[src/rtl/pf_pkg.sv]
`timescale 1ns / 1ps

package pf_pkg;

  // Trial division starts at the smallest prime.
  localparam int FIRST_DIV = 2;

  typedef struct packed {
    logic load;
    logic div_start;
    logic advance;
    logic emit_div;
    logic emit_rest;
  } pf_cmd_t;

  typedef struct packed {
    logic div_done;
    logic rest_zero;
    logic rest_one;
    logic loop_exit;
    logic rem_zero;
    logic rest_big;
    logic last_div;
    logic out_free;
  } pf_status_t;

endpackage

[src/rtl/pf_number_if.sv]
`timescale 1ns / 1ps

interface pf_number_if #(
  parameter int NUMBER_WIDTH = 31
);
  logic                    valid;
  logic                    ready;
  logic [NUMBER_WIDTH-1:0] number;

  modport source (output valid, output number, input ready);
  modport sink (input valid, input number, output ready);
endinterface

[src/rtl/pf_factor_if.sv]
`timescale 1ns / 1ps

interface pf_factor_if #(
  parameter int NUMBER_WIDTH = 31
);
  logic                    valid;
  logic                    ready;
  logic [NUMBER_WIDTH-1:0] factor;
  logic                    last;

  modport source (output valid, output factor, output last, input ready);
  modport sink (input valid, input factor, input last, output ready);
endinterface

[src/rtl/pf_divider.sv]
`timescale 1ns / 1ps

module pf_divider #(
  parameter int NUMBER_WIDTH = 31
) (
  input  logic                    clk_i,
  input  logic                    rst_ni,
  input  logic                    start_i,
  input  logic [NUMBER_WIDTH-1:0] dividend_i,
  input  logic [NUMBER_WIDTH-1:0] divisor_i,
  output logic                    done_o,
  output logic [NUMBER_WIDTH-1:0] quotient_o,
  output logic [NUMBER_WIDTH-1:0] remainder_o
);

  localparam int W    = NUMBER_WIDTH;
  localparam int CntW = $clog2(W + 1);

  logic [W-1:0]    rem_q, rem_d;
  logic [W-1:0]    quo_q, quo_d;
  logic [W-1:0]    dvs_q;
  logic [CntW-1:0] cnt_q;
  logic            busy_q;
  logic            done_q;
  logic [W:0]      trial;
  logic [W:0]      diff;

  // One restoring step: bring down the next dividend bit and try to subtract.
  always_comb begin
    trial = {rem_q, quo_q[W-1]};
    diff  = trial - {1'b0, dvs_q};
    if (!diff[W]) begin
      rem_d = diff[W-1:0];
      quo_d = {quo_q[W-2:0], 1'b1};
    end else begin
      rem_d = trial[W-1:0];
      quo_d = {quo_q[W-2:0], 1'b0};
    end
  end

  always_ff @(posedge clk_i or negedge rst_ni) begin
    if (!rst_ni) begin
      busy_q <= 1'b0;
      done_q <= 1'b0;
      cnt_q  <= '0;
    end else begin
      done_q <= 1'b0;
      if (start_i) begin
        busy_q <= 1'b1;
        cnt_q  <= CntW'(W);
      end else if (busy_q) begin
        cnt_q <= cnt_q - 1'b1;
        if (cnt_q == CntW'(1)) begin
          busy_q <= 1'b0;
          done_q <= 1'b1;
        end
      end
    end
  end

  always_ff @(posedge clk_i) begin
    if (start_i) begin
      rem_q <= '0;
      quo_q <= dividend_i;
      dvs_q <= divisor_i;
    end else if (busy_q) begin
      rem_q <= rem_d;
      quo_q <= quo_d;
    end
  end

  assign done_o      = done_q;
  assign quotient_o  = quo_q;
  assign remainder_o = rem_q;

endmodule

[src/rtl/pf_datapath.sv]
`timescale 1ns / 1ps

module pf_datapath #(
  parameter int NUMBER_WIDTH = 31
) (
  input  logic                    clk_i,
  input  logic                    rst_ni,
  input  pf_pkg::pf_cmd_t         cmd_i,
  output pf_pkg::pf_status_t      status_o,
  input  logic [NUMBER_WIDTH-1:0] number_i,
  input  logic                    out_ready_i,
  output logic                    out_valid_o,
  output logic [NUMBER_WIDTH-1:0] factor_o,
  output logic                    last_o
);
  import pf_pkg::*;

  localparam int W    = NUMBER_WIDTH;
  localparam int CntW = $clog2(W);
  localparam logic [CntW-1:0] Limit = CntW'(W - 1);

  logic [W-1:0]    rest_q;
  logic [W-1:0]    div_q;
  logic [CntW-1:0] count_q;
  logic [W-1:0]    factor_q;
  logic            last_q;
  logic            out_valid_q;
  logic            div_done;
  logic [W-1:0]    quot;
  logic [W-1:0]    rem;
  logic            at_limit;
  logic            out_free;

  pf_divider #(
    .NUMBER_WIDTH(W)
  ) u_divider (
    .clk_i      (clk_i),
    .rst_ni     (rst_ni),
    .start_i    (cmd_i.div_start),
    .dividend_i (rest_q),
    .divisor_i  (div_q),
    .done_o     (div_done),
    .quotient_o (quot),
    .remainder_o(rem)
  );

  assign at_limit = (count_q == Limit);
  assign out_free = !out_valid_q || out_ready_i;

  always_comb begin
    status_o.div_done  = div_done;
    status_o.rest_zero = (rest_q == '0);
    status_o.rest_one  = (rest_q == W'(1));
    // The divisor has passed the square root once it exceeds the quotient.
    status_o.loop_exit = (div_q > quot) || at_limit;
    status_o.rem_zero  = (rem == '0);
    status_o.rest_big  = (rest_q > W'(1)) && !at_limit;
    // Any quotient above one yields at least one more factor, unless this factor reaches the count limit.
    status_o.last_div  = (quot == W'(1)) || ((count_q + 1'b1) == Limit);
    status_o.out_free  = out_free;
  end

  always_ff @(posedge clk_i) begin
    if (cmd_i.load) begin
      rest_q  <= number_i;
      div_q   <= W'(FIRST_DIV);
      count_q <= '0;
    end else if (cmd_i.advance) begin
      // Even divisors past two never divide, so they are skipped.
      div_q <= (div_q == W'(FIRST_DIV)) ? W'(3) : div_q + W'(2);
    end else if (cmd_i.emit_div) begin
      rest_q  <= quot;
      count_q <= count_q + 1'b1;
    end
  end

  always_ff @(posedge clk_i) begin
    if (cmd_i.emit_div) begin
      factor_q <= div_q;
      last_q   <= (quot == W'(1)) || ((count_q + 1'b1) == Limit);
    end else if (cmd_i.emit_rest) begin
      factor_q <= rest_q;
      last_q   <= 1'b1;
    end
  end

  always_ff @(posedge clk_i or negedge rst_ni) begin
    if (!rst_ni) begin
      out_valid_q <= 1'b0;
    end else if (cmd_i.emit_div || cmd_i.emit_rest) begin
      out_valid_q <= 1'b1;
    end else if (out_ready_i) begin
      out_valid_q <= 1'b0;
    end
  end

  assign out_valid_o = out_valid_q;
  assign factor_o    = factor_q;
  assign last_o      = last_q;

endmodule

[src/rtl/pf_controller.sv]
`timescale 1ns / 1ps

module pf_controller (
  input  logic               clk_i,
  input  logic               rst_ni,
  input  logic               in_valid_i,
  output logic               in_ready_o,
  input  pf_pkg::pf_status_t status_i,
  output pf_pkg::pf_cmd_t    cmd_o
);
  import pf_pkg::*;

  typedef enum logic [2:0] {
    S_IDLE,
    S_CHECK,
    S_START,
    S_WAIT,
    S_DECIDE,
    S_EMIT_DIV,
    S_EMIT_REST
  } state_e;

  state_e state_q;

  assign in_ready_o = (state_q == S_IDLE);

  always_comb begin
    cmd_o           = '0;
    cmd_o.load      = (state_q == S_IDLE) && in_valid_i;
    cmd_o.div_start = (state_q == S_START);
    cmd_o.advance   = (state_q == S_DECIDE) && !status_i.loop_exit && !status_i.rem_zero;
    cmd_o.emit_div  = (state_q == S_EMIT_DIV) && status_i.out_free;
    cmd_o.emit_rest = (state_q == S_EMIT_REST) && status_i.out_free;
  end

  always_ff @(posedge clk_i or negedge rst_ni) begin
    if (!rst_ni) begin
      state_q <= S_IDLE;
    end else begin
      case (state_q)
        S_IDLE: begin
          if (in_valid_i) state_q <= S_CHECK;
        end
        S_CHECK: begin
          // A zero gives no result; a one is sent as its own last factor.
          if (status_i.rest_zero) state_q <= S_IDLE;
          else if (status_i.rest_one) state_q <= S_EMIT_REST;
          else state_q <= S_START;
        end
        S_START: begin
          state_q <= S_WAIT;
        end
        S_WAIT: begin
          if (status_i.div_done) state_q <= S_DECIDE;
        end
        S_DECIDE: begin
          if (status_i.loop_exit) begin
            state_q <= status_i.rest_big ? S_EMIT_REST : S_IDLE;
          end else if (status_i.rem_zero) begin
            state_q <= S_EMIT_DIV;
          end else begin
            state_q <= S_START;
          end
        end
        S_EMIT_DIV: begin
          if (status_i.out_free) state_q <= status_i.last_div ? S_IDLE : S_START;
        end
        S_EMIT_REST: begin
          if (status_i.out_free) state_q <= S_IDLE;
        end
        default: begin
          state_q <= S_IDLE;
        end
      endcase
    end
  end

endmodule

[src/rtl/prime_factorizer.sv]
`timescale 1ns / 1ps
// Factors one number at a time; a new request is taken only when the controller is idle.
// Each trial division runs in the shared bit-serial divider.
// Divisors tried are 2 and then odd values up to the square root of the remainder,
// so a prime near 2^31 takes about 23200 trials.
// Each factor found passes through an emit state, plus any wait on the output register.
// Reset clears the controller and the output valid flag; no clearing pass is needed.

module prime_factorizer #(
  parameter int NUMBER_WIDTH = 31
) (
  input  logic        clk_i,
  input  logic        rst_ni,
  pf_number_if.sink   number_i,
  pf_factor_if.source factor_o
);
  import pf_pkg::*;

  pf_cmd_t    cmd;
  pf_status_t status;

  pf_controller u_controller (
    .clk_i     (clk_i),
    .rst_ni    (rst_ni),
    .in_valid_i(number_i.valid),
    .in_ready_o(number_i.ready),
    .status_i  (status),
    .cmd_o     (cmd)
  );

  pf_datapath #(
    .NUMBER_WIDTH(NUMBER_WIDTH)
  ) u_datapath (
    .clk_i      (clk_i),
    .rst_ni     (rst_ni),
    .cmd_i      (cmd),
    .status_o   (status),
    .number_i   (number_i.number),
    .out_ready_i(factor_o.ready),
    .out_valid_o(factor_o.valid),
    .factor_o   (factor_o.factor),
    .last_o     (factor_o.last)
  );

endmodule
[src/flat_wrapper.sv]
// flat-port wrapper written by rule: the top's interface ports become plain ports
module prime_factorizer_flat import pf_pkg::*;
#(
  parameter int NUMBER_WIDTH = 31
)
  (clk_i, rst_ni, number_i_valid, number_i_number, number_i_ready, factor_o_valid, factor_o_factor, factor_o_last, factor_o_ready);
  pf_number_if #(.NUMBER_WIDTH(NUMBER_WIDTH)) number_i_i ();
  pf_factor_if #(.NUMBER_WIDTH(NUMBER_WIDTH)) factor_o_i ();
  input  logic clk_i;
  input  logic rst_ni;
  input wire logic [$bits(number_i_i.valid)-1:0] number_i_valid;
  input wire logic [$bits(number_i_i.number)-1:0] number_i_number;
  output wire logic [$bits(number_i_i.ready)-1:0] number_i_ready;
  output wire logic [$bits(factor_o_i.valid)-1:0] factor_o_valid;
  output wire logic [$bits(factor_o_i.factor)-1:0] factor_o_factor;
  output wire logic [$bits(factor_o_i.last)-1:0] factor_o_last;
  input wire logic [$bits(factor_o_i.ready)-1:0] factor_o_ready;
  assign number_i_i.valid = number_i_valid;
  assign number_i_i.number = number_i_number;
  assign number_i_ready = number_i_i.ready;
  assign factor_o_valid = factor_o_i.valid;
  assign factor_o_factor = factor_o_i.factor;
  assign factor_o_last = factor_o_i.last;
  assign factor_o_i.ready = factor_o_ready;
  prime_factorizer #(.NUMBER_WIDTH(NUMBER_WIDTH)) u_core (.clk_i(clk_i), .rst_ni(rst_ni), .number_i(number_i_i), .factor_o(factor_o_i));
endmodule
[config.mk]
export PLATFORM = sky130hd
export DESIGN_NAME = prime_factorizer_flat
export DESIGN_NICKNAME = d
export VERILOG_FILES = /design/src/rtl/pf_pkg.sv /design/src/rtl/pf_number_if.sv /design/src/rtl/pf_factor_if.sv /design/src/rtl/pf_divider.sv /design/src/rtl/pf_datapath.sv /design/src/rtl/pf_controller.sv /design/src/rtl/prime_factorizer.sv /design/src/flat_wrapper.sv
export SDC_FILE = /design/constraint.sdc
export NUM_CORES = 1
export LEC_CHECK = 0
export BUFFER_PORTS_ARGS = -buffer_cell sky130_fd_sc_hd__buf_2
export CAP_MARGIN = 20
export CORE_ASPECT_RATIO = 1.75
export CORE_UTILIZATION = 40
export CTS_CLUSTER_DIAMETER = 100
export DETAILED_ROUTE_END_ITERATION = 10
export PLACE_DENSITY_LB_ADDON = 0.1
export SETUP_SLACK_MARGIN = 0.5
export SLEW_MARGIN = 40
export SYNTH_ARGS = -nofsm -noshare
export SYNTH_HDL_FRONTEND = slang
export SYNTH_SLANG_ARGS = --single-unit
[constraint.sdc]
create_clock -name clk_i -period 7.8 [get_ports clk_i]
set_input_delay 1.56 -clock clk_i [delete_from_list [all_inputs] [get_ports clk_i]]
set_output_delay 1.56 -clock clk_i [all_outputs]
set_load 0.02 [all_outputs]
==> flow_metrics.env <==
export IMPL_grt_pass1_wl_um=49300
export IMPL_final_antenna_net_count=0
export IMPL_async_flop_share_pct=5.42
export IMPL_synth_edf_count=125
export IMPL_dp_cells=1568
export IMPL_yosysMostFrequentCell="edfxtp_1"
export IMPL_worst_ep_arrival_time_ns=4.34
export IMPL_ys_warn_count=0
export IMPL_synth_area_leaders="edfxtp_1, dfxtp_1, ha_1"
export IMPL_clock_sinks=203
export IMPL_cts_resized=0
export IMPL_cts_buffers=21
export IMPL_dieHeight_um=227
export IMPL_drcViolationCount=0
export IMPL_utilization_pct=44.9
export IMPL_clk_latency_ns=0.52
export IMPL_peakVddDrop_mv=0.210
export IMPL_wl_per_cell_um=19.8
export IMPL_hold_class="flip-flop to flip-flop"
export IMPL_syn_to_final_growth_pct=10.8
export IMPL_grt_antenna_before_repair=0
export IMPL_slowest_delay_ns=0.63
export IMPL_netlist_cell_type_count=83
export IMPL_avgViaCountPerCell=5.53
export IMPL_crit_chain="inv_1 > ha_1 > nand4_1 > nor4_1 > nand3_1 > o2bb2ai_1 > nor3_2 > nand3_1 > or4_1 > a21oi_1"
export IMPL_power_density_nw_per_um2=445
export IMPL_clkTransAtPathRegs_ns=0.07
export IMPL_slew_headroom_pct=49.1
export IMPL_grt_use_total_pct=22.3
export IMPL_synth_top_area_share_pct=32.5
export IMPL_worstPathRequired_ns=8.24
export IMPL_crit_path_max_fanout=23
export IMPL_routed_wl_um=31700
export IMPL_postCtsHoldBufs=0
export IMPL_drv_cap=0
export IMPL_overflow=0
export IMPL_fin_crit_ns=3.90
export IMPL_cts_htree_levels=1
export IMPL_fin_cells=1605
export IMPL_yosysTopAreaCell="edfxtp_1"
export IMPL_final_nets=1317
export IMPL_io_buffers=68
export IMPL_rrSetupSlack_ns=3.90
export IMPL_vias=8882
export IMPL_tightest_slew_ns=0.761
export IMPL_syn_area_um2=11600
export IMPL_drt_pass1_iter_count=4
export IMPL_diodes=0
export IMPL_synthFlopType="edfxtp_1"
export IMPL_crit_top_cell="nand3_1"
export IMPL_ys_seq_area_share_pct=46.5
export IMPL_worstSetupStartpointType="flip-flop"
export IMPL_status="finished clean"
export IMPL_die_area_um2=29600
export IMPL_timing_final_crit_share_pct=50.0
export IMPL_synth_common_cells="edfxtp_1, o21ai_0, nand2_1"
export IMPL_core_area_um2=28500
export IMPL_drive_gt1_share_pct=13.9
export IMPL_setup_viol=0
export IMPL_rsz0062_at_grt="no"
export IMPL_chipWidth_um=131
export IMPL_initial_utilization_pct=40.5
export IMPL_finalSetupTns_ns=0
export IMPL_root_buffer="clkbuf_16"
export IMPL_drt_initial_drc_count=395
export IMPL_cts_tree="done"
export IMPL_finalHoldViolCount=0
export IMPL_finalMaxSlewViolations=0
export IMPL_final_setup_skew_ns=0.0135
export IMPL_dp_hpwl_um=23200
export IMPL_crit_type="flip-flop to flip-flop"
export IMPL_max_freq_mhz=256
export IMPL_gp_congestion=0.858
export IMPL_grt_max_degree=71
export IMPL_grt_pass1_vias=8962
export IMPL_syn_avg_cell_area_um2=9.88
export IMPL_cp_slowest_cell="nand3_1"
export IMPL_ys_ff_latch=203
export IMPL_clockBufferDepth=3
export IMPL_rows=82
export IMPL_synth_fp_nets=1274
export IMPL_p_leak_uw=0.00505
export IMPL_ioPinCount=69
export IMPL_crit_path_end_kind="flip-flop"
export IMPL_postCtsSetupBuffers=0
export IMPL_syn_instance_count=1170
area by class of cell:
class | instances | area (um2)
Clock buffer | 29 | 566
Clock inverter | 8 | 73.8
Fill cell | 2871 | 15700
Inverter | 90 | 340
Multi-Input combinational cell | 818 | 5560
Sequential cell | 203 | 5370
Tap cell | 378 | 473
Timing Repair Buffer | 79 | 430
layer usage:
layer,up-vias,GRT usage (%),wire length (um)
met2,164,42.1,17300
met5,-,0,0
met3,76,2.78,946
met4,0,12.6,1760
li1,4383,-,-
met1,4259,23.1,11700
cells in the final DEF (no fill, tap or decap), types with 26 or more instances in the layout:
master and n:
a21o_1 26, a21oi_1 71, buf_2 68, dfxtp_1 67
edfxtp_1 125, ha_1 68, inv_1 88, mux2_2 32
nand2_1 114, nand3_1 27, nand4_1 28, nor2_1 47
nor4_1 32, o21ai_0 123, xnor2_1 27
path summary, 6_finish.rpt:
check,startpoint,endpoint,depth (start not counted)
hold reg to reg,u_core.u_datapath.out_valid_o$_DFFE_PN0P_,u_core.u_datapath.out_valid_o$_DFFE_PN0P_,2
max in group asynchronous,rst_ni,u_core.u_datapath.u_divider.busy_q$_DFF_PN0_,1
min in group asynchronous,rst_ni,u_core.u_controller.state_q[0]$_DFFE_PN0P_,1
setup / recovery,u_core.u_datapath.u_divider.quotient_o[30]$_DFFE_PP_,u_core.u_datapath.div_q[16]$_SDFFE_PP0P_,10
hold / removal,u_core.u_datapath.out_valid_o$_DFFE_PN0P_,u_core.u_datapath.out_valid_o$_DFFE_PN0P_,2
setup reg to reg,u_core.u_datapath.u_divider.quotient_o[30]$_DFFE_PP_,u_core.u_datapath.div_q[16]$_SDFFE_PP0P_,10
through the flow:
stage	worst slack (ns)	instance area (um2)	total power [uW]	hold WS (ns)
after detailed placement	3.85	12200	4770	0.507
after floorplan	4.38	11600	4060	0.438
after CTS	3.83	12800	5770	0.522
after global routing	3.55	12800	6150	0.544
after global placement	3.96	12200	4740	0.506
final	3.90	12800	5700	0.519
registers in the layout, summed over array words and instances, names as in the netlist:
| register | cells |
|---|---|
| u_core.u_controller.state_q | 3 |
| u_core.u_datapath.count_q | 5 |
| u_core.u_datapath.div_q | 31 |
| u_core.u_datapath.factor_o | 31 |
| u_core.u_datapath.last_o | 1 |
| u_core.u_datapath.out_valid_o | 1 |
| u_core.u_datapath.rest_q | 31 |
| u_core.u_datapath.u_divider.busy_q | 1 |
| u_core.u_datapath.u_divider.cnt_q | 5 |
| u_core.u_datapath.u_divider.done_o | 1 |
| u_core.u_datapath.u_divider.dvs_q | 31 |
| u_core.u_datapath.u_divider.quotient_o | 31 |
| u_core.u_datapath.u_divider.remainder_o | 31 |
cells by family (layout without fill, tap and decap cells):
group,Yosys count,count (layout),synth area share [%]
adders and majority gates,69,69,7.53
buffers and inverters,149,206,5.74
xor gates and xnor gates,41,41,3.24
muxes,54,54,5.02
AOI/OAI and AO/OA,297,297,15.8
DFF,203,203,46.5
and+or+nand+nor,357,357,16.2
critical path: cells and delay by family, from the launching register on:
kind | cells | cell delay [ns]
simple gates | 6 | 2.60
flops | 1 | 0.41
compound gates | 2 | 0.38
fa+ha+maj | 1 | 0.33
buf+inv | 1 | 0.10
power by group:
part	leakage, uW	internal [uW]	switching, uW
Clock	0.000310	543	429
Sequential	0.00190	1640	293
Combinational	0.00285	1130	1660
Total	0.00505	3310	2390
No activity file was read; power rests on OpenSTA's default activity.
